File: config.mk
export PLATFORM = sky130hd
export DESIGN_NAME = vdu_mul
export DESIGN_NICKNAME = d
export VERILOG_FILES = /design/src/hdl/vdu_mul.sv
export SDC_FILE = /design/constraint.sdc
export NUM_CORES = 2
export LEC_CHECK = 0
export BUFFER_PORTS_ARGS = -buffer_cell sky130_fd_sc_hd__buf_4
export CAP_MARGIN = 20
export CORE_MARGIN = 10
export CORE_UTILIZATION = 45
export CTS_CLUSTER_DIAMETER = 60
export DETAILED_ROUTE_END_ITERATION = 16
export SKIP_CTS_REPAIR_TIMING = 1
export SLEW_MARGIN = 20
export SYNTH_ARGS = -nofsm -noshare
export SYNTH_HDL_FRONTEND = slang
export SYNTH_SLANG_ARGS = --single-unit
File: constraint.sdc
create_clock -name i_clk -period 10.2 [get_ports i_clk]
set_input_delay 1.02 -clock i_clk [delete_from_list [all_inputs] [get_ports i_clk]]
set_output_delay 1.02 -clock i_clk [all_outputs]
set_load 0.02 [all_outputs]
File: src/hdl/vdu_mul.sv
// Shared 33x33 signed multiplier with registered product.
// Depends on nothing.
`default_nettype none
module vdu_mul (
    input  wire               i_clk,
    input  wire signed [32:0] i_a,
    input  wire signed [32:0] i_b,
    output logic signed [65:0] o_p
);
    logic signed [65:0] r_p;

    // Register product
    always_ff @(posedge i_clk) begin
        r_p <= i_a * i_b;
    end

    assign o_p = r_p;
endmodule
`default_nettype wire

==> impl_results.rst <==
.. list-table::
   :header-rows: 1

   * - Metric
     - Value
   * - Post-Route Setup TNS
     - 0 ps
   * - Total of buffers placed on input and output ports
     - between 100 and 150
   * - End of the worst hold path
     - o_p[0]$_DFF_P_
   * - Drt initial violations
     - roughly 1700
   * - Post-Synth Simple-Gate Area
     - between 15 and 20%
   * - Number of nets in the synthesized netlist
     - about 5800
   * - WP data arrival
     - between 9000 and 10000 ps
   * - Final cell utilization of the core
     - a little under half
   * - Number of instances in the synthesized netlist
     - 4338
   * - Via count of the first global-routing pass
     - 31900
   * - Clock tree root buffer cell
     - sky130_fd_sc_hd__clkbuf_16
   * - Remaining global-route overflow
     - 0
   * - Relative area change from synthesis to final layout
     - 5.15%
   * - Startpoint of the worst hold path
     - i_b[0]
   * - Die X
     - approximately 320 um
   * - Register bit count reported by yosys
     - 66
   * - Effective utilization at floorplan
     - 45.3%
   * - Sum of buffers and inverters on the critical path
     - 5
   * - Filler cell count in the final layout
     - a little under 9000
   * - Most frequent cells in the layout
     - sky130_fd_sc_hd__fa_1, sky130_fd_sc_hd__inv_1, sky130_fd_sc_hd__and2_1
   * - Most common cell after layout, fill and taps aside
     - sky130_fd_sc_hd__fa_1
   * - Maximum number of pins on one net before global-route repair
     - 34
   * - Worst path most repeated cell
     - sky130_fd_sc_hd__fa_1
   * - HPWL after detailed placement
     - 92200 um
   * - Final std cell area, no fill
     - 0.0428 mm^2
   * - Slew headroom
     - 26.7%
   * - # clock sinks
     - 66
   * - CTS tree
     - yes
   * - Maximum cell stage delay along the critical path
     - ~850 ps
   * - Post-Synth Adder-Cell Area
     - between 60% and 70%
   * - TritonCTS buffer count
     - 9
   * - Min Hold Slack
     - just under 1000 ps
   * - Number of max-cap violations
     - 0
   * - F_max
     - around 110 MHz
   * - Number of antenna violations at the first check in global routing
     - 5
   * - Synth warn
     - 0
   * - Share of layout cells above drive strength 1
     - under 10%
   * - Fraction of the mapped netlist area in compound gates
     - 4.07%
   * - Async S/R FF share, synth
     - 0%
   * - Total placed instance area
     - 0.0425 mm^2
   * - Vias per std cell
     - 5.20
   * - Main synth FF type
     - sky130_fd_sc_hd__dfxtp_1
   * - DRC violation count after routing
     - 0
   * - CTS H-tree depth
     - 3
   * - RSZ-0062 raised after global routing
     - no
   * - Overall via count from detail_route
     - 28400
   * - Count of final hold-check violations
     - 0
   * - Result of the run
     - complete, no violations
   * - Startpoint of the most critical setup path
     - i_a[32]
   * - Number of flip-flops in the largest register
     - 66
   * - Slowest cell on the critical path
     - sky130_fd_sc_hd__fa_1
   * - GRT Resource Usage Total
     - 23.5%
   * - Row count
     - 110
   * - Number of enable-type register cells in the synthesized netlist
     - 0
   * - CP max FO
     - 33
   * - Core Region
     - ~0.09 mm^2
   * - CP Launch Type
     - primary input
   * - Dominant combinational cell family by area after synthesis
     - adder cells
   * - Weighted congestion reported at the end of routability-driven placement
     - approximately 0.96
   * - Cell count of the worst hold path
     - 2
   * - Maximum clock insertion buffer count
     - 2
   * - Hold/Removal Path Class
     - primary input to flip-flop
   * - Netlist area before placement
     - 0.0407 mm^2
   * - Kind of end point of the critical path
     - flip-flop
   * - Net count of the finished layout
     - approximately 5700
   * - Gate family responsible for the most delay along the worst path
     - adder cells
   * - Number of distinct library cells after synthesis
     - 80
   * - Detailed-route wire length per cell
     - ~21 um
   * - Die extent in y
     - around 320 um
   * - Endpoint required time on the critical path
     - around 11000 ps
   * - Minimum clock period after layout
     - just under 9000 ps
   * - Mean instance size in the synthesized netlist
     - 9.39 um^2
   * - Setup-failing EPs final
     - 0
   * - Final clock period utilization by the worst path
     - 86.3%
   * - Diodes inserted
     - 0
   * - Pins Over Slew Limit
     - 0
   * - Global-route wire length before repair
     - between 150000 and 200000 um
   * - Least-Margin Pin Slew
     - between 1000 and 1500 ps
   * - Type of the worst setup path
     - primary input to flip-flop
   * - Multiplexer fraction of the synthesized cell area
     - 0%
   * - Top Ports
     - ~130
   * - Total wire length after detailed routing
     - approximately 110000 um
   * - Area of the die
     - approximately 0.10 mm^2
   * - Post-synthesis sequential area ratio
     - around 3.2%
   * - DR pass1 iterations
     - 5
   * - Post-Synth XOR/XNOR Area
     - approximately 1.5%
   * - Clock transition at the registers of the reported paths
     - 70 ps
   * - Cell breakdown of the critical path
     - buf_4 > nand2_1 > inv_1 > fa_1 > fa_1 > fa_1 > buf_4 > fa_1 > fa_1 > fa_1 > fa_1 > inv_1 > fa_1 > inv_1 > ha_1 > nand3_1 > nor2_1 > nand2_1 > nor3_1 > o311ai_4 > nand3_2 > a211oi_1 > a311oi_1
   * - Count of antenna-violating nets left after detailed routing
     - 0
[area by class of cell]
cell class / instances / area, um^2 / area share (%)
Clock buffer: 9 / 225 / 0.526
Clock inverter: 7 / 141 / 0.330
Inverter: 1131 / 4250 / 9.91
Multi-Input combinational cell: 2920 / 34300 / 80.1
Sequential cell: 66 / 1320 / 3.08
Tap cell: 1176 / 1470 / 3.44
Timing Repair Buffer: 148 / 1110 / 2.59
[worst max path at each step]
stage                            to  slack, ps  depth (start not counted)
floorplan           o_p[62]$_DFF_P_       1940                         23
global placement    o_p[60]$_DFF_P_       1000                         23
detailed placement  o_p[60]$_DFF_P_       1050                         23
CTS                 o_p[60]$_DFF_P_       1460                         23
global route        o_p[58]$_DFF_P_       1070                         22
finish              o_p[64]$_DFF_P_       1400                         23
[layer usage]
layer  vias to the layer above  GRT usage, %  wire length (um)  part of all wire (%)
met5                         -             0                 9                0.0078
met4                         2          8.43              4730                   4.1
met3                       220          2.94              6270                   5.5
met2                       876          40.4             57300                    50
met1                     15100          30.2             46400                    40
li1                      12200             -                 -                     -
[cell usage after synthesis, drive strengths merged, types with 11 or more instances]
| master | instances | area (um^2) |
|---|---|---|
| fa | 1145 | 22900 |
| inv | 1131 | 4250 |
| and2 | 563 | 3520 |
| nand2 | 551 | 2070 |
| ha | 217 | 2720 |
| clkbuf | 208 | 781 |
| nor2 | 68 | 255 |
| dfxtp | 66 | 1320 |
| a21oi | 61 | 328 |
| xnor2 | 43 | 377 |
| a21o | 38 | 288 |
| o21ai | 33 | 173 |
| nand3 | 26 | 135 |
| xor2 | 25 | 219 |
| buf | 13 | 70.1 |
| nand2b | 12 | 75.1 |
| nand4 | 12 | 81.3 |
| a211oi | 11 | 110 |
| o21bai | 11 | 82.6 |
[kinds of logic (layout without fill, tap and decap cells)]
| group | after synthesis | after routing |
|---|---|---|
| and+or+nand+nor | 1271 | 1271 |
| xor gates and xnor gates | 68 | 68 |
| adders and majority gates | 1362 | 1362 |
| AOI/OAI and AO/OA | 219 | 219 |
| DFF | 66 | 66 |
| buffers and inverters | 1352 | 1295 |
[per-stage QoR]
step                setup WS [ps]  instances
global route                 1070       5457
CTS                          1460       5457
detailed placement           1050       5441
global placement              998       5441
finish                       1400       5457
floorplan                    1940       4338
Power is not shown: default switching activity piles up to over one toggle a cycle in this logic, so the estimate is an artifact.
