===== src/hdl/vdu_pkg.sv =====
// Package for the velocity drag update block: widths, codes, shared types
// and saturation helpers. No dependencies.
`default_nettype none
package vdu_pkg;

    localparam int FRAC_BITS_DEF = 16;
    localparam int KW            = 48;
    localparam logic [KW-1:0] KCAP = {KW{1'b1}};

    // Item actions
    localparam logic [2:0] ACT_ROW0      = 3'd0;
    localparam logic [2:0] ACT_ROW1      = 3'd1;
    localparam logic [2:0] ACT_ROW2      = 3'd2;
    localparam logic [2:0] ACT_LIN_UNI   = 3'd3;
    localparam logic [2:0] ACT_LIN_AXIS  = 3'd4;
    localparam logic [2:0] ACT_ANG_UNI   = 3'd5;
    localparam logic [2:0] ACT_ANG_AXIS  = 3'd6;
    localparam logic [2:0] ACT_NONE      = 3'd7;

    // Register indexes
    localparam logic [2:0] REG_DENSITY = 3'd0;
    localparam logic [2:0] REG_STEP    = 3'd1;
    localparam logic [2:0] REG_WIND_X  = 3'd2;
    localparam logic [2:0] REG_WIND_Y  = 3'd3;
    localparam logic [2:0] REG_WIND_Z  = 3'd4;

    typedef struct packed {
        logic busy;
        logic done;
    } t_unit_stat;

    typedef enum logic [3:0] {
        ST_IDLE, ST_WIND, ST_ROT, ST_SQ, ST_SQRT, ST_BASE, ST_RATIO,
        ST_RWAIT, ST_KMUL, ST_DIV, ST_DWAIT, ST_WADD
    } t_state;

    // Saturate to 32 bit signed, returns {clip, value}
    function automatic logic [32:0] sat32(input logic signed [65:0] x);
        if (x > 66'sd2147483647) begin
            return {1'b1, 32'h7FFF_FFFF};
        end
        if (x < -66'sd2147483648) begin
            return {1'b1, 32'h8000_0000};
        end
        return {1'b0, x[31:0]};
    endfunction

    // Flat index of matrix element (row, col), row major
    function automatic logic [3:0] ridx(input logic [1:0] r, input logic [1:0] c);
        return 4'({r, 1'b0}) + 4'(r) + 4'(c);
    endfunction

endpackage
`default_nettype wire


===== src/hdl/vdu_div.sv =====
// Restoring divider, one quotient bit per cycle, 64 bit numerator, 49 bit divisor.
// Depends on vdu_pkg.
`default_nettype none
module vdu_div (
    input  wire               i_clk,
    input  wire               i_rst_n,
    input  wire               i_start,
    input  wire [63:0]        i_num,
    input  wire [48:0]        i_den,
    output vdu_pkg::t_unit_stat o_stat,
    output logic [63:0]       o_quo
);
    logic        r_busy, r_done;
    logic [5:0]  r_cnt;
    logic [48:0] r_rem, r_den;
    logic [63:0] r_q;
    logic [49:0] trial, diff;
    logic        ge;

    assign trial = {r_rem, r_q[63]};
    assign diff  = trial - {1'b0, r_den};
    assign ge    = trial >= {1'b0, r_den};

    // Control: count 64 steps
    always_ff @(posedge i_clk) begin
        if (!i_rst_n) begin
            r_busy <= 1'b0;
            r_done <= 1'b0;
            r_cnt  <= '0;
        end else begin
            r_done <= 1'b0;
            if (i_start) begin
                r_busy <= 1'b1;
                r_cnt  <= '0;
            end else if (r_busy) begin
                r_cnt <= r_cnt + 6'd1;
                if (r_cnt == 6'd63) begin
                    r_busy <= 1'b0;
                    r_done <= 1'b1;
                end
            end
        end
    end

    // Datapath: shift in numerator bit, subtract when it fits
    always_ff @(posedge i_clk) begin
        if (i_start) begin
            r_q   <= i_num;
            r_rem <= '0;
            r_den <= i_den;
        end else if (r_busy) begin
            r_rem <= ge ? diff[48:0] : trial[48:0];
            r_q   <= {r_q[62:0], ge};
        end
    end

    assign o_stat.busy = r_busy;
    assign o_stat.done = r_done;
    assign o_quo       = r_q;
endmodule
`default_nettype wire


===== config.mk =====
export PLATFORM = sky130hd
export DESIGN_NAME = vdu_div
export DESIGN_NICKNAME = d
export VERILOG_FILES = /design/src/hdl/vdu_pkg.sv /design/src/hdl/vdu_div.sv
export SDC_FILE = /design/constraint.sdc
export NUM_CORES = 1
export LEC_CHECK = 0
export ABC_CLOCK_PERIOD_IN_PS = 3100
export BUFFER_PORTS_ARGS = -buffer_cell sky130_fd_sc_hd__buf_2
export CORE_AREA = 2 2 178 180
export DETAILED_ROUTE_END_ITERATION = 10
export DIE_AREA = 0 0 180 182
export HOLD_SLACK_MARGIN = 0.12
export PLACE_DENSITY = 0.56
export SLEW_MARGIN = 15
export SYNTH_ARGS = -nofsm -noshare
export SYNTH_HDL_FRONTEND = slang
export SYNTH_SLANG_ARGS = --single-unit

===== constraint.sdc =====
create_clock -name i_clk -period 3.1 [get_ports i_clk]
set_clock_uncertainty 0.05 [all_clocks]
set_input_delay 0.93 -clock i_clk [delete_from_list [all_inputs] [get_ports i_clk]]
set_output_delay 0.93 -clock i_clk [all_outputs]
set_load 0.05 [all_outputs]

==> results.yml, run 1 <==
route:
  dr.pass1.iters: 5
  routed_via_density: 4.936
  num_vias: 7848
  wirelength_mm: 25.51
  drtIter0Drc: 328
  antenna_left: 0
  wire_per_inst_um: 16.05
  drcViolationCount: 0
worst_setup_path:
  cp_data_arrival_time_ns: 3.71
  cp_max_fo: 6
  cp.required_ns: 3.41
  critPathKind: "register to register"
  start_kind: "register"
  endpoint_kind: "register"
grt:
  grtUsageMet2_pct: 26.11
  antenna_found_initial: 2
  use_met1_pct: 18.92
  grtUsageMet3_pct: 4.914
  groute.usage.overall_pct: 15.58
  grt_pass1_wl_mm: 40.73
  grt.busiest_layer: "met2"
  grt_max_degree: 121
  grt_overflow: 0
  first_global_vias: 7881
yosys:
  synth_fp_nets: 1107
  synth.avg_cell_area_um2: 10.40
  synthTopCellsByArea: "edfxtp_1 (35%), dfxtp_1 (12%), mux2_2 (7.6%)"
  ys.flop_type: "edfxtp_1"
  async_reset_ff_share_pct: 0
  yosysWarnings: 0
  synth-edff-count: 113
  ys_seq_area_share_pct: 46.38
  synthMostInstantiatedCell: "edfxtp_1"
  yosysUniqueCellTypes: 67
  ys_top_cells_by_count: "edfxtp_1 (113), nor2_1 (89), mux2_2 (66)"
  synth_largest_area_cell: "edfxtp_1"
  yosys.area.top_type_share_pct: 34.71
  synth_seq_cells: 170
  syn_inst: 940
  syn_area_um2: 9776
timing:
  setup_viol: 50
  fmax_mhz: 294.6
  min_period_ns: 3.394
  slew_violations: 0
  whs_ns: 0.4350
  rsz0062_at_grt: "true"
  hold_violations: 0
  worst_slack_ns: -0.2941
  slew_headroom_pct: 43.80
  tightest_slew_ns: 0.8430
  post-route-period-util_pct: 109.5
placed_design:
  dpl.hpwl_mm: 18.79
  gp_congestion: 0.8097
  io_buffers: 181
hold_path:
  hold_path_class: "register to register"
power:
  peakVddDrop_mv: 0.4532
  power_mw: 6.829
  powerDensity_nw_per_um2: 554.0
  p_leak_nw: 5.095
die:
  dieArea_um2: 32760
  std_cell_rows: 65
  core_um2: 30990
  start_util_pct: 31.55
  die_w_um: 180
  ioPinCount: 182
  die_y_um: 182
cts:
  path_clk_slew_ns: 0.07
  clk_path_buf_depth: 2
  insertion_delay_ns: 0.44
  htree_levels: 4
  cts_num_sinks: 170
  cts-root-buf: "clkbuf_16"
  cts_inserted_buffers: 17
  cts_tree: "built"
  cts_hold_buf: 0
cells_and_area:
  drive_gt1_share_pct: 33.61
  area_growth_pct: 26.11
  nNetsFinal: 1341
outcome:
  violations: "setup timing"
  status: "finished with violations"
run:
  drv_cap: 0
[layout by cell type, fill, tap and decap left out, types with 9 or more instances in the layout]
cell | synthesis | routed
buf_2 | 4 | 180
edfxtp_1 | 113 | 113
nor2_1 | 89 | 89
buf_4 | 5 | 82
mux2_2 | 66 | 65
dfxtp_1 | 57 | 56
inv_1 | 57 | 54
a21oi_1 | 53 | 52
nand2_1 | 51 | 50
ha_1 | 50 | 49
mux2i_1 | 38 | 37
o21ai_0 | 37 | 36
a211oi_1 | 39 | 34
xnor2_1 | 29 | 29
nand4_1 | 19 | 19
nand3_1 | 18 | 18
clkbuf_16 | 0 | 17
xor2_1 | 16 | 16
nand2b_1 | 16 | 14
a21o_1 | 12 | 12
a31oi_1 | 9 | 9
[metal layers]
layer	part of all wire (%)	up-vias	wire length, um
met4	1.8	0	454
li1	-	3943	-
met3	6.9	25	1764
met5	0	-	0
met1	45	3652	11420
met2	47	228	11880
[path summary, 6_finish.rpt]
path	depth (start not counted)	slack [ns]	start	endpoint
worst max register to register	14	-0.29	o_quo[63]$_DFFE_PP_	r_rem[0]$_SDFFE_PP0P_
worst min-delay path	2	0.44	r_cnt[5]$_SDFFE_PP0P_	r_done$_SDFF_PP0_
worst min register to register	2	0.44	r_cnt[5]$_SDFFE_PP0P_	r_done$_SDFF_PP0_
worst max-delay path	14	-0.29	o_quo[63]$_DFFE_PP_	r_rem[0]$_SDFFE_PP0P_
[cell type report]
type | instances | area [um^2]
diodes | 1 | 2.502
flip-flops and latches | 170 | 4538
inverters | 57 | 217.7
clock inverters | 15 | 115.1
clock buffers | 17 | 425.4
well taps | 402 | 503.0
multi-input cells | 659 | 4905
repair buffers | 269 | 1622
fillers | 3061 | 18660
[what timing repair did]
action                                  CTS  global route
buffers inserted                          2             1
pin swaps                                 3             1
gates resized for setup                  12            15
endpoints found under the setup margin   50            50
[worst max-delay path, cell delays in order, from the launching register on]
cell and delay, ns:
edfxtp_1 0.41, inv_2 0.11, ha_4 0.14, inv_2 0.04
fa_2 0.33, a21o_1 0.19, a221o_1 0.34, a21oi_2 0.14
o211ai_2 0.11, or4b_4 0.55, nand2_4 0.08, a31oi_4 0.16
buf_6 0.18, mux2_4 0.29, a211oi_2 0.21
[through the flow]
stage	setup WS (ns)	setup TNS (ns)	instance area, um^2	util, %	instances
2_1_floorplan	-0.4705	-15.70	9801	-	940
3_3_place_gp	-0.2778	-7.695	11640	37.57	1554
3_5_place_dp	-0.3798	-12.18	11640	37.57	1554
4_1_cts	-0.2999	-10.64	12250	39.52	1588
5_1_grt	-0.3981	-16.93	12330	39.78	1589
6_report	-0.2941	-10.14	12330	39.79	1590
[logic make-up (layout without fill, tap and decap cells)]
family	Yosys count	after routing	synth area share, %
XOR/XNOR	45	45	4.032
AO/OA/AOI/OAI	214	214	14.73
flip-flops	170	170	46.38
AND/OR/NAND/NOR	245	245	12.10
adder cells (fa/ha/maj)	51	51	6.604
multiplexers	104	104	11.49
other	0	1	0
buffers and inverters	111	358	4.659
[where the power goes]
part / internal (mW) / switching, mW / leakage [nW]
logic: 0.832 / 1.19 / 3.24
registers: 2.65 / 0.132 / 1.59
clock network: 1.04 / 0.993 / 0.259
total: 4.52 / 2.31 / 5.10
[registers in the layout, indices dropped and copies added, names as in the netlist]
name	count
r_cnt	6
r_rem	49
o_quo	64
r_done	1
r_busy	1
r_den	49
No activity file was read; power rests on OpenSTA's default activity.
==> inputs of run 2 (changes only) <==
Settings changed: SKIP_LAST_GASP set to 1.
==> run 2 against run 1 <==
Against the previous run: utilization fell by 0.11 points; combinational power barely moved; the run still ends with setup timing left; die area did not move; power fell by 0.25%; hold slack barely moved; setup slack improved by 0.0027 ns; sequential share of layout area rose by 0.11 points.
==> results.yml, run 2 (synthesis results as in run 1) <==
route:
  dr.pass1.iters: 5
  wire_per_inst_um: 15.98
  drcViolationCount: 0
  drtIter0Drc: 336
  antenna_left: 0
  routed_via_density: 4.930
  num_vias: 7838
  wirelength_mm: 25.41
cts:
  htree_levels: 4
  insertion_delay_ns: 0.44
  clk_path_buf_depth: 2
  path_clk_slew_ns: 0.07
  cts_num_sinks: 170
  cts_tree: "built"
  cts_inserted_buffers: 17
  cts-root-buf: "clkbuf_16"
  cts_hold_buf: 0
worst_setup_path:
  crit_path_max_incr_delay_ns: 0.55
  start_kind: "register"
  endpoint_kind: "register"
  cp_max_fo: 6
  cp_slowest_cell: "or4b_4"
  cp.required_ns: 3.41
  cpMostUsedCell: "inv_2"
  path_cells: "inv_2 -> ha_4 -> inv_2 -> fa_2 -> a21o_1 -> a221o_1 -> a21oi_2 -> o211ai_2 -> or4b_4 -> nand2_4 -> a31oi_4 -> buf_6 -> mux2_4 -> a211oi_2"
  critPathKind: "register to register"
  reg2reg_depth: 14
  cp_data_arrival_time_ns: 3.70
cells_and_area:
  ff_latch_area_um2: 4538
  fillers: 3063
  multi_input_area_um2: 4873
  drive_gt1_share_pct: 33.19
  nNetsFinal: 1341
  layout_common_cells: "buf_2 (180), edfxtp_1 (113), nor2_1 (89), buf_4 (83), mux2_2 (65)"
  final_common_cell: "buf_2"
  final_area_um2: 12290
  largest_reg_flops: 64
  area_growth_pct: 25.75
grt:
  grt_overflow: 0
  groute.usage.overall_pct: 15.58
  grt_max_degree: 121
  grt_pass1_wl_mm: 40.74
  antenna_found_initial: 2
  first_global_vias: 7882
die:
  ioPinCount: 182
  start_util_pct: 31.55
  std_cell_rows: 65
  core_um2: 30990
  die_y_um: 182
  dieArea_um2: 32760
  die_w_um: 180
power:
  p_sw_mw: 2.300
  peakVddDrop_mv: 0.4523
  seqPwrFrac_pct: 40.8
  combPwrFrac_pct: 29.4
  clock_power_share_pct: 29.8
  powerDensity_nw_per_um2: 554.2
  p_leak_nw: 5.088
  internal_power_mw: 4.513
  switching_share_pct: 33.76
timing:
  min_period_ns: 3.391
  rsz0062_at_grt: "true"
  hold_violations: 0
  setup_viol: 50
  fmax_mhz: 294.9
  slew_violations: 0
  post-route-period-util_pct: 109.4
  slew_headroom_pct: 44.66
  worst_slack_ns: -0.2915
  tightest_slew_ns: 0.8300
  fin_tns_setup_ns: -10.18
outcome:
  violations: "setup timing"
  status: "finished with violations"
hold_path:
  hold_path_class: "register to register"
  whs_path_depth: 2
placed_design:
  io_buffers: 181
  placed_area_um2: 11640
  dpl.hpwl_mm: 18.79
  gp_congestion: 0.8097
  place_ws_ns: -0.3798
run:
  drv_cap: 0
run 2: cell counts in the layout (fill, tap and decap cells not counted):
No cell type changed its count.
run 2: area by class of cell:
class                      instances  area share (%)
multi-input combinational        659           39.64
sequential                       170           36.92
timing repair buffer             269           13.16
tap                              402           4.092
clock buffer                      17           3.461
inverter                          57           1.771
clock inverter                    15          0.9364
antenna                            1         0.02036
run 2: stage by stage:
step	hold slack (ns)	instances	utilization, %	power, mW
3_5_place_dp	0.4187	1554	37.57	4.805
3_3_place_gp	0.4162	1554	37.57	4.793
4_1_cts	0.4326	1588	39.50	6.894
5_1_grt	0.4520	1589	39.66	7.180
6_report	0.4353	1590	39.67	6.813
2_1_floorplan	0.3947	940	-	4.169
run 2: metal layers:
metal	vias up	part of all wire [%]	track usage [%]
met4	0	1.7	5.333
met3	23	7.1	4.914
met5	-	0	0
met1	3651	44	18.94
li1	3947	-	-
met2	217	47	26.08
run 2: critical path, delay by kind of cell (launching register included):
kind                       cells  cell delay [ns]
and+or+nand+nor                2             0.63
AOI/OAI and AO/OA              6             1.15
DFF                            1             0.41
muxes                          1             0.29
adders and majority gates      2             0.47
buffers and inverters          3             0.32
run 2: timing repair:
action	in CTS	in global routing
setup buffers	2	1
resized for setup	11	10
setup endpoints to repair	50	50
gates cloned	0	0
pin swaps	3	1
run 2: path summary, 6_finish.rpt:
check | start | end | slack [ns]
worst max register to register | o_quo[63]$_DFFE_PP_ | r_rem[0]$_SDFFE_PP0P_ | -0.29
worst max-delay path | o_quo[63]$_DFFE_PP_ | r_rem[0]$_SDFFE_PP0P_ | -0.29
worst min-delay path | r_cnt[5]$_SDFFE_PP0P_ | r_done$_SDFF_PP0_ | 0.44
worst min register to register | r_cnt[5]$_SDFFE_PP0P_ | r_done$_SDFF_PP0_ | 0.44
run 2: power by group through the flow:
stage          combinational (mW)  sequential (mW)  clock, mW
6_report                     2.01             2.78       2.03
3_5_place_dp                 1.98             2.83          0
2_1_floorplan                1.07             3.10          0
5_1_grt                      2.20             2.80       2.18
3_3_place_gp                 1.97             2.83          0
4_1_cts                      2.00             2.78       2.11
