### config.mk
export PLATFORM = sky130hd
export DESIGN_NAME = vdu_sqrt
export DESIGN_NICKNAME = d
export VERILOG_FILES = /design/src/hdl/vdu_pkg.sv /design/src/hdl/vdu_sqrt.sv
export SDC_FILE = /design/constraint.sdc
export NUM_CORES = 1
export LEC_CHECK = 0
export BUFFER_PORTS_ARGS = -buffer_cell sky130_fd_sc_hd__buf_2
export CAP_MARGIN = 20
export CORE_UTILIZATION = 58
export CTS_CLUSTER_SIZE = 14
export DETAILED_ROUTE_END_ITERATION = 7
export GPL_ROUTABILITY_DRIVEN = 1
export PLACE_DENSITY_LB_ADDON = 0.2
export REMOVE_ABC_BUFFERS = 1
export SLEW_MARGIN = 25
export SYNTH_ARGS = -nofsm -noshare
export SYNTH_HDL_FRONTEND = slang
export SYNTH_SLANG_ARGS = --single-unit
### constraint.sdc
create_clock -name i_clk -period 2.91 [get_ports i_clk]
set_input_delay 0.582 -clock i_clk [delete_from_list [all_inputs] [get_ports i_clk]]
set_output_delay 0.582 -clock i_clk [all_outputs]
set_load 0.1 [all_outputs]
### src/hdl/vdu_pkg.sv
// Package for the velocity drag update block: widths, codes, shared types
// and saturation helpers. No dependencies.
`default_nettype none
package vdu_pkg;

    localparam int FRAC_BITS_DEF = 16;
    localparam int KW            = 48;
    localparam logic [KW-1:0] KCAP = {KW{1'b1}};

    // Item actions
    localparam logic [2:0] ACT_ROW0      = 3'd0;
    localparam logic [2:0] ACT_ROW1      = 3'd1;
    localparam logic [2:0] ACT_ROW2      = 3'd2;
    localparam logic [2:0] ACT_LIN_UNI   = 3'd3;
    localparam logic [2:0] ACT_LIN_AXIS  = 3'd4;
    localparam logic [2:0] ACT_ANG_UNI   = 3'd5;
    localparam logic [2:0] ACT_ANG_AXIS  = 3'd6;
    localparam logic [2:0] ACT_NONE      = 3'd7;

    // Register indexes
    localparam logic [2:0] REG_DENSITY = 3'd0;
    localparam logic [2:0] REG_STEP    = 3'd1;
    localparam logic [2:0] REG_WIND_X  = 3'd2;
    localparam logic [2:0] REG_WIND_Y  = 3'd3;
    localparam logic [2:0] REG_WIND_Z  = 3'd4;

    typedef struct packed {
        logic busy;
        logic done;
    } t_unit_stat;

    typedef enum logic [3:0] {
        ST_IDLE, ST_WIND, ST_ROT, ST_SQ, ST_SQRT, ST_BASE, ST_RATIO,
        ST_RWAIT, ST_KMUL, ST_DIV, ST_DWAIT, ST_WADD
    } t_state;

    // Saturate to 32 bit signed, returns {clip, value}
    function automatic logic [32:0] sat32(input logic signed [65:0] x);
        if (x > 66'sd2147483647) begin
            return {1'b1, 32'h7FFF_FFFF};
        end
        if (x < -66'sd2147483648) begin
            return {1'b1, 32'h8000_0000};
        end
        return {1'b0, x[31:0]};
    endfunction

    // Flat index of matrix element (row, col), row major
    function automatic logic [3:0] ridx(input logic [1:0] r, input logic [1:0] c);
        return 4'({r, 1'b0}) + 4'(r) + 4'(c);
    endfunction

endpackage
`default_nettype wire

### src/hdl/vdu_sqrt.sv
// Digit-by-digit floor square root of a 64 bit value, one root bit per cycle.
// Depends on vdu_pkg.
`default_nettype none
module vdu_sqrt (
    input  wire               i_clk,
    input  wire               i_rst_n,
    input  wire               i_start,
    input  wire [63:0]        i_rad,
    output vdu_pkg::t_unit_stat o_stat,
    output logic [31:0]       o_root
);
    logic        r_busy, r_done;
    logic [4:0]  r_cnt;
    logic [63:0] r_rad;
    logic [33:0] r_rem;
    logic [31:0] r_root;
    logic [35:0] trial_rem, trial, diff;
    logic        ge;

    assign trial_rem = {r_rem, r_rad[63:62]};
    assign trial     = {2'b00, r_root, 2'b01};
    assign diff      = trial_rem - trial;
    assign ge        = trial_rem >= trial;

    // Control: count 32 steps
    always_ff @(posedge i_clk) begin
        if (!i_rst_n) begin
            r_busy <= 1'b0;
            r_done <= 1'b0;
            r_cnt  <= '0;
        end else begin
            r_done <= 1'b0;
            if (i_start) begin
                r_busy <= 1'b1;
                r_cnt  <= '0;
            end else if (r_busy) begin
                r_cnt <= r_cnt + 5'd1;
                if (r_cnt == 5'd31) begin
                    r_busy <= 1'b0;
                    r_done <= 1'b1;
                end
            end
        end
    end

    // Datapath: bring down two bits, try root*4+1
    always_ff @(posedge i_clk) begin
        if (i_start) begin
            r_rad  <= i_rad;
            r_rem  <= '0;
            r_root <= '0;
        end else if (r_busy) begin
            r_rad  <= {r_rad[61:0], 2'b00};
            r_rem  <= ge ? diff[33:0] : trial_rem[33:0];
            r_root <= {r_root[30:0], ge};
        end
    end

    assign o_stat.busy = r_busy;
    assign o_stat.done = r_done;
    assign o_root      = r_root;
endmodule
`default_nettype wire

==> results.py, run 1 <==
metrics = {
    "min_path": {
        "min_path_type": "primary input to register",
        "min-delay-start": "i_rst_n",
        "hold_path_depth": 2,
        "hold_end": "r_busy",
    },
    "placement": {
        "port-buffer-count": 100,
        "hpwl_um": 11400,
        "pre_cts_slack_ps": 107,
        "gp_congestion": 0.878,
        "placedCellCount": 1010,
    },
    "cts": {
        "htreeDepth": 4,
        "cts_num_sinks": 137,
        "insertion_delay_ps": 420,
        "clk_path_buf_depth": 2,
        "clock-root-buffer": "clkbuf_16",
        "cts_made_buffers": 17,
        "cts_tree": "built",
        "cts.clk_slew.worst_paths_ps": 60,
    },
    "timing": {
        "clock_skew_ps": 8.39,
        "totalNegativeSetupSlack_ps": 0,
        "hold_violations": 0,
        "post-route-period-util": 0.960,
        "holdWs_ps": 372,
        "fmax_ghz": 0.358,
        "setup_ws_ps": 117,
        "slew_headroom": 0.481,
        "slew_viol_final": 0,
        "setup_viol": 0,
        "period_minus_slack_ps": 2790,
        "worstMarginPinSlew_ps": 779,
    },
    "logic_synthesis": {
        "yosysUniqueCellTypes": 68,
        "syn_avg_cell_area_um2": 10.2,
        "ys_ff_latch": 137,
        "synthFlopType": "dfxtp_1",
        "netlist_area_um2": 7690,
        "ys_warn_count": 0,
        "seq_area_frac_synth": 0.440,
        "async_flop_share": 0,
        "synth-edff-count": 64,
        "synthCells": 757,
    },
    "finish": {
        "instances_no_fill": 1044,
        "multiInputGateArea_um2": 4040,
        "nets": 962,
        "syn2layout_area_growth_pct": 18.4,
        "drive_gt1_frac": 0.318,
        "regArea_um2": 3390,
        "nFillCells": 962,
        "diodes": 0,
    },
    "critical_path": {
        "critical_path.cell_chain": "inv_1 > ha_1 > and2_4 > and3_1 > and3b_4 > a21oi_2 > a211o_2 > buf_4 > and3_1 > a31oi_1 > a211oi_1",
        "r2r_start": "o_root[14]",
        "cpLargestDelayFamily": "compound AO/OA/AOI/OAI gates",
        "cp_max_fo": 7,
        "cp-end-kind": "register",
        "criticalPathCategory": "register to register",
        "rr_worst_depth": 11,
        "path_buf_inv": 2,
        "critPathArrivalTime_ps": 3060,
        "r2r-end": "r_rem[4]",
        "cp_common_cell": "and3_1",
        "slowest_stage": "a211o_2",
        "start_kind": "register",
        "setup.reg_to_reg.worst_slack_ps": 120,
        "slowest_delay_ps": 410,
        "critPathRequiredTime_ps": 3180,
        "startpoint": "o_root[14]",
    },
    "drt": {
        "vias_per_cell": 5.74,
        "drtAntennaViolNets": 0,
        "first_pass_iters": 6,
        "vias": 5988,
        "wl_per_cell_um": 16.2,
        "dr.first_iter.drc_count": 393,
        "drc": 0,
        "wl_um": 16900,
    },
    "grt": {
        "grt_pass1_wl_um": 27400,
        "global_route.usage.total": 0.259,
        "grt_overflow_total": 0,
        "antenna_found_initial": 0,
        "grt_max_degree": 131,
        "first_global_vias": 5924,
    },
    "die": {
        "fp.dieH_um": 117,
        "dieArea_um2": 13700,
        "fp.coreArea_um2": 12800,
        "rows": 41,
        "start_util": 0.602,
        "dieWidth_um": 117,
        "io_pins": 101,
    },
    "pwr": {
        "p_total_mw": 8.56,
        "power.leakage_nw": 3.70,
        "ir_drop_mv": 0.617,
        "power_density_nw_per_um2": 940,
    },
    "outcome": {
        "status": "finished clean",
    },
    "job": {
        "cap_violations": 0,
    },
}
-- cell families (layout without fill, tap and decap cells) --
kind of cell	after synthesis	after routing	synth area share
flip-flops	137	137	0.440
adder cells (fa/ha/maj)	36	36	0.0586
XOR/XNOR	22	22	0.0251
AO/OA/AOI/OAI	157	157	0.154
multiplexers	98	98	0.138
buffers and inverters	83	198	0.0488
AND/OR/NAND/NOR	224	224	0.136
-- cells in the mapped netlist (all sizes together) (15+ instances only) --
master  count  area share
nor2       85       0.042
dfxtp      73        0.19
nand2      70       0.038
edfxtp     64        0.25
mux2       62       0.091
inv        46       0.022
a21oi      45       0.029
ha         36       0.059
mux2i      36       0.047
o21ai      25       0.016
a311oi     23       0.034
clkbuf     22       0.011
buf        15       0.016
-- stage by stage --
stage | area, µm² | utilization
after global routing | 9100 | 0.713
after floorplan | 7480 | -
final | 9100 | 0.713
after global placement | 8380 | 0.656
after CTS | 8970 | 0.702
after detailed placement | 8380 | 0.656
-- worst max-delay path by stage --
stage / end / slack, ps / cells past startpoint
CTS: r_rem[14] / 60 / 12
global route: r_rem[31] / -20 / 12
finish: r_rem[4] / 120 / 11
floorplan: r_rad[0] / -2740 / 2
global placement: r_rem[33] / 220 / 11
detailed placement: r_rem[14] / 110 / 11
-- state kept, by name, indices dropped and copies added, names as in the netlist --
register	flops
r_rem	34
r_rad	64
r_done	1
r_cnt	5
r_busy	1
o_root	32
-- power breakdown --
group	internal, mW	switching [mW]	leakage [nW]
Sequential	2.26	0.153	1.24
Combinational	1.71	2.30	2.18
Clock	1.28	0.854	0.278
Total	5.25	3.31	3.70
-- routing by layer --
metal / global-route usage / vias up / share of wire
met2: 0.413 / 200 / 0.47
met1: 0.322 / 2815 / 0.44
li1: - / 2939 / -
met5: 0 / - / 0
met4: 0.105 / 0 / 0.018
met3: 0.0901 / 34 / 0.072
-- repair_timing --
item                                    in CTS  in global routing
endpoints found under the setup margin       0                 33
buffers inserted                             0                  2
gates resized for setup                      0                 29
hold buffers                                 0                  0
endpoints found under the hold margin        0                  0
-- layout by cell type (no fill, tap or decap), types with 8 or more instances in the layout --
cell	n
nand3_1	14
nand2_1	58
clkbuf_16	18
nor2_1	82
a21oi_1	43
buf_4	18
nand2_2	11
nor3_1	10
xor2_1	9
a311oi_2	10
inv_1	42
mux2i_1	36
a21o_1	9
buf_2	99
o21a_1	8
edfxtp_1	64
a311oi_1	13
xnor2_1	13
dfxtp_1	68
mux2_2	62
o21ai_0	16
ha_1	27
nand2b_1	9
-- cell type report --
| type | count | share of cell area |
|---|---|---|
| Tap cell | 172 | 0.0236 |
| Inverter | 46 | 0.0190 |
| Clock inverter | 11 | 0.0120 |
| Sequential cell | 137 | 0.373 |
| Timing Repair Buffer | 120 | 0.0759 |
| Multi-Input combinational cell | 537 | 0.444 |
| Clock buffer | 21 | 0.0529 |
Power figures use the tool's default switching activity.
==> inputs of run 2 (changes only) <==
==> constraint.sdc (replaced) <==
create_clock -name i_clk -period 2.91 [get_ports i_clk]
set_input_delay 0.873 -clock i_clk [delete_from_list [all_inputs] [get_ports i_clk]]
set_output_delay 0.873 -clock i_clk [all_outputs]
set_load 0.02 [all_outputs]
==> run 2 against run 1 <==
Effect of this change:
- setup slack better by 9.2 ps
- global-route usage down 0.95 points
- via count up 0.15%
- sequential power about the same
- die area unchanged
- utilization up 0.41 points
- register-to-register slack about the same
- flip-flop and latch count unchanged
- count of clock-buffer cells in the layout down 3
- critical endpoint is now r_rem[31]
- largest cell class unchanged
==> results.py, run 2 (synthesized netlist as in run 1, its figures left out) <==
metrics = {
    "min_path": {
        "min_path_type": "register to register",
    },
    "finish": {
        "nets": 964,
        "fin_area_um2": 9160,
        "largest_reg_flops": 64,
        "regMostFlops": "r_rad",
        "most-common-layout-cells": "buf_2 (99), nor2_1 (82), dfxtp_1 (69)",
        "diodes": 0,
        "final_common_cell": "buf_2",
        "drive_gt1_frac": 0.313,
        "syn2layout_area_growth_pct": 19.1,
        "instances_no_fill": 1045,
    },
    "drt": {
        "drtAntennaViolNets": 0,
        "wl_per_cell_um": 15.9,
        "vias_per_cell": 5.74,
        "dr.first_iter.drc_count": 361,
        "wl_um": 16600,
        "vias": 5997,
        "first_pass_iters": 5,
        "drc": 0,
    },
    "placement": {
        "hpwl_um": 11100,
        "pre_cts_slack_ps": 124,
        "port-buffer-count": 100,
        "dpl_cell_area_um2": 8390,
        "gp_congestion": 0.858,
        "placedCellCount": 1010,
    },
    "critical_path": {
        "cp-end-kind": "register",
        "slowest_stage": "dfxtp_1",
        "start_kind": "register",
        "path_buf_inv": 3,
        "cp_max_fo": 5,
        "cpLargestDelayFamily": "compound AO/OA/AOI/OAI gates",
        "critPathRequiredTime_ps": 3240,
        "cp_common_cell": "a21oi_1",
        "critical_path.cell_chain": "inv_1 > ha_1 > buf_4 > a21oi_1 > o211ai_1 > and3b_1 > o21ai_2 > a21oi_1 > buf_4 > a21oi_1 > mux2i_1 > o311ai_0 > o211ai_1",
        "criticalPathCategory": "register to register",
        "setup.reg_to_reg.worst_slack_ps": 130,
        "critPathArrivalTime_ps": 3120,
        "slowest_delay_ps": 360,
    },
    "pwr": {
        "p_total_mw": 8.60,
        "power.leakage_nw": 3.73,
        "ir_drop_mv": 0.643,
        "power_density_nw_per_um2": 939,
    },
    "grt": {
        "global_route.usage.total": 0.249,
        "first_global_vias": 5551,
        "grt_max_degree": 131,
        "grt_pass1_wl_um": 26300,
        "grt_overflow_total": 0,
        "antenna_found_initial": 0,
    },
    "timing": {
        "slew_viol_final": 0,
        "hold_violations": 0,
        "worstMarginPinSlew_ps": 790,
        "setup_viol": 0,
        "clock_skew_ps": 6.47,
        "post-route-period-util": 0.957,
        "slew_headroom": 0.473,
        "setup_ws_ps": 126,
        "period_minus_slack_ps": 2780,
        "fmax_ghz": 0.359,
    },
    "cts": {
        "insertion_delay_ps": 420,
        "htreeDepth": 4,
        "clk_path_buf_depth": 2,
        "cts_num_sinks": 137,
        "clock-root-buffer": "clkbuf_16",
        "cts_tree": "built",
        "cts_made_buffers": 17,
        "cts.clk_slew.worst_paths_ps": 60,
        "holdBufCountCts": 0,
    },
    "die": {
        "io_pins": 101,
        "rows": 41,
        "dieWidth_um": 117,
        "start_util": 0.602,
        "fp.coreArea_um2": 12800,
        "dieArea_um2": 13700,
        "fp.dieH_um": 117,
    },
    "outcome": {
        "status": "finished clean",
    },
    "job": {
        "cap_violations": 0,
    },
}
## run 2: final cells by class
class / count / area [µm²]
Inverter: 46 / 173
Clock buffer: 18 / 429
Multi-Input combinational cell: 537 / 4050
Sequential cell: 137 / 3390
Clock inverter: 13 / 179
Timing Repair Buffer: 122 / 718
Tap cell: 172 / 215
Fill cell: 949 / 3620
## run 2: path summary, 6_finish.rpt
kind	startpoint	to	cells after the start
setup / recovery	o_root[4]	r_rem[31]	13
setup reg to reg	o_root[4]	r_rem[31]	13
hold / removal	r_rem[25]	r_rem[25]	2
hold reg to reg	r_rem[25]	r_rem[25]	2
## run 2: timing repair
item	in CTS	in global routing
hold endpoints to repair	0	0
buffers inserted	0	4
endpoints found under the setup margin	0	33
gates resized for setup	0	24
## run 2: worst min-delay path, cell delays in order, from the launching register on
cell and delay, ps:
dfxtp_1 320, nand2_1 50, o21ai_1 50
## run 2: routing by layer
layer | share of wire | track usage
met1 | 0.46 | 0.323
met2 | 0.47 | 0.394
met3 | 0.062 | 0.0716
met4 | 0.016 | 0.0996
met5 | 0 | 0
## run 2: power by group
part           total [mW]  switching, mW  internal [mW]  leakage (nW)
Clock                2.23          0.811           1.42         0.291
Combinational        3.95           2.23           1.72          2.20
Sequential           2.41          0.145           2.26          1.24
Total                8.60           3.19           5.41          3.73
## run 2: metrics by stage
step | utilization | hold slack (ps) | setup TNS [ps]
after floorplan | - | 443 | -160070
after global placement | 0.657 | 459 | 0
after detailed placement | 0.657 | 465 | 0
after CTS | 0.705 | 473 | 0
after global routing | 0.717 | 489 | -79.6
final | 0.717 | 472 | 0
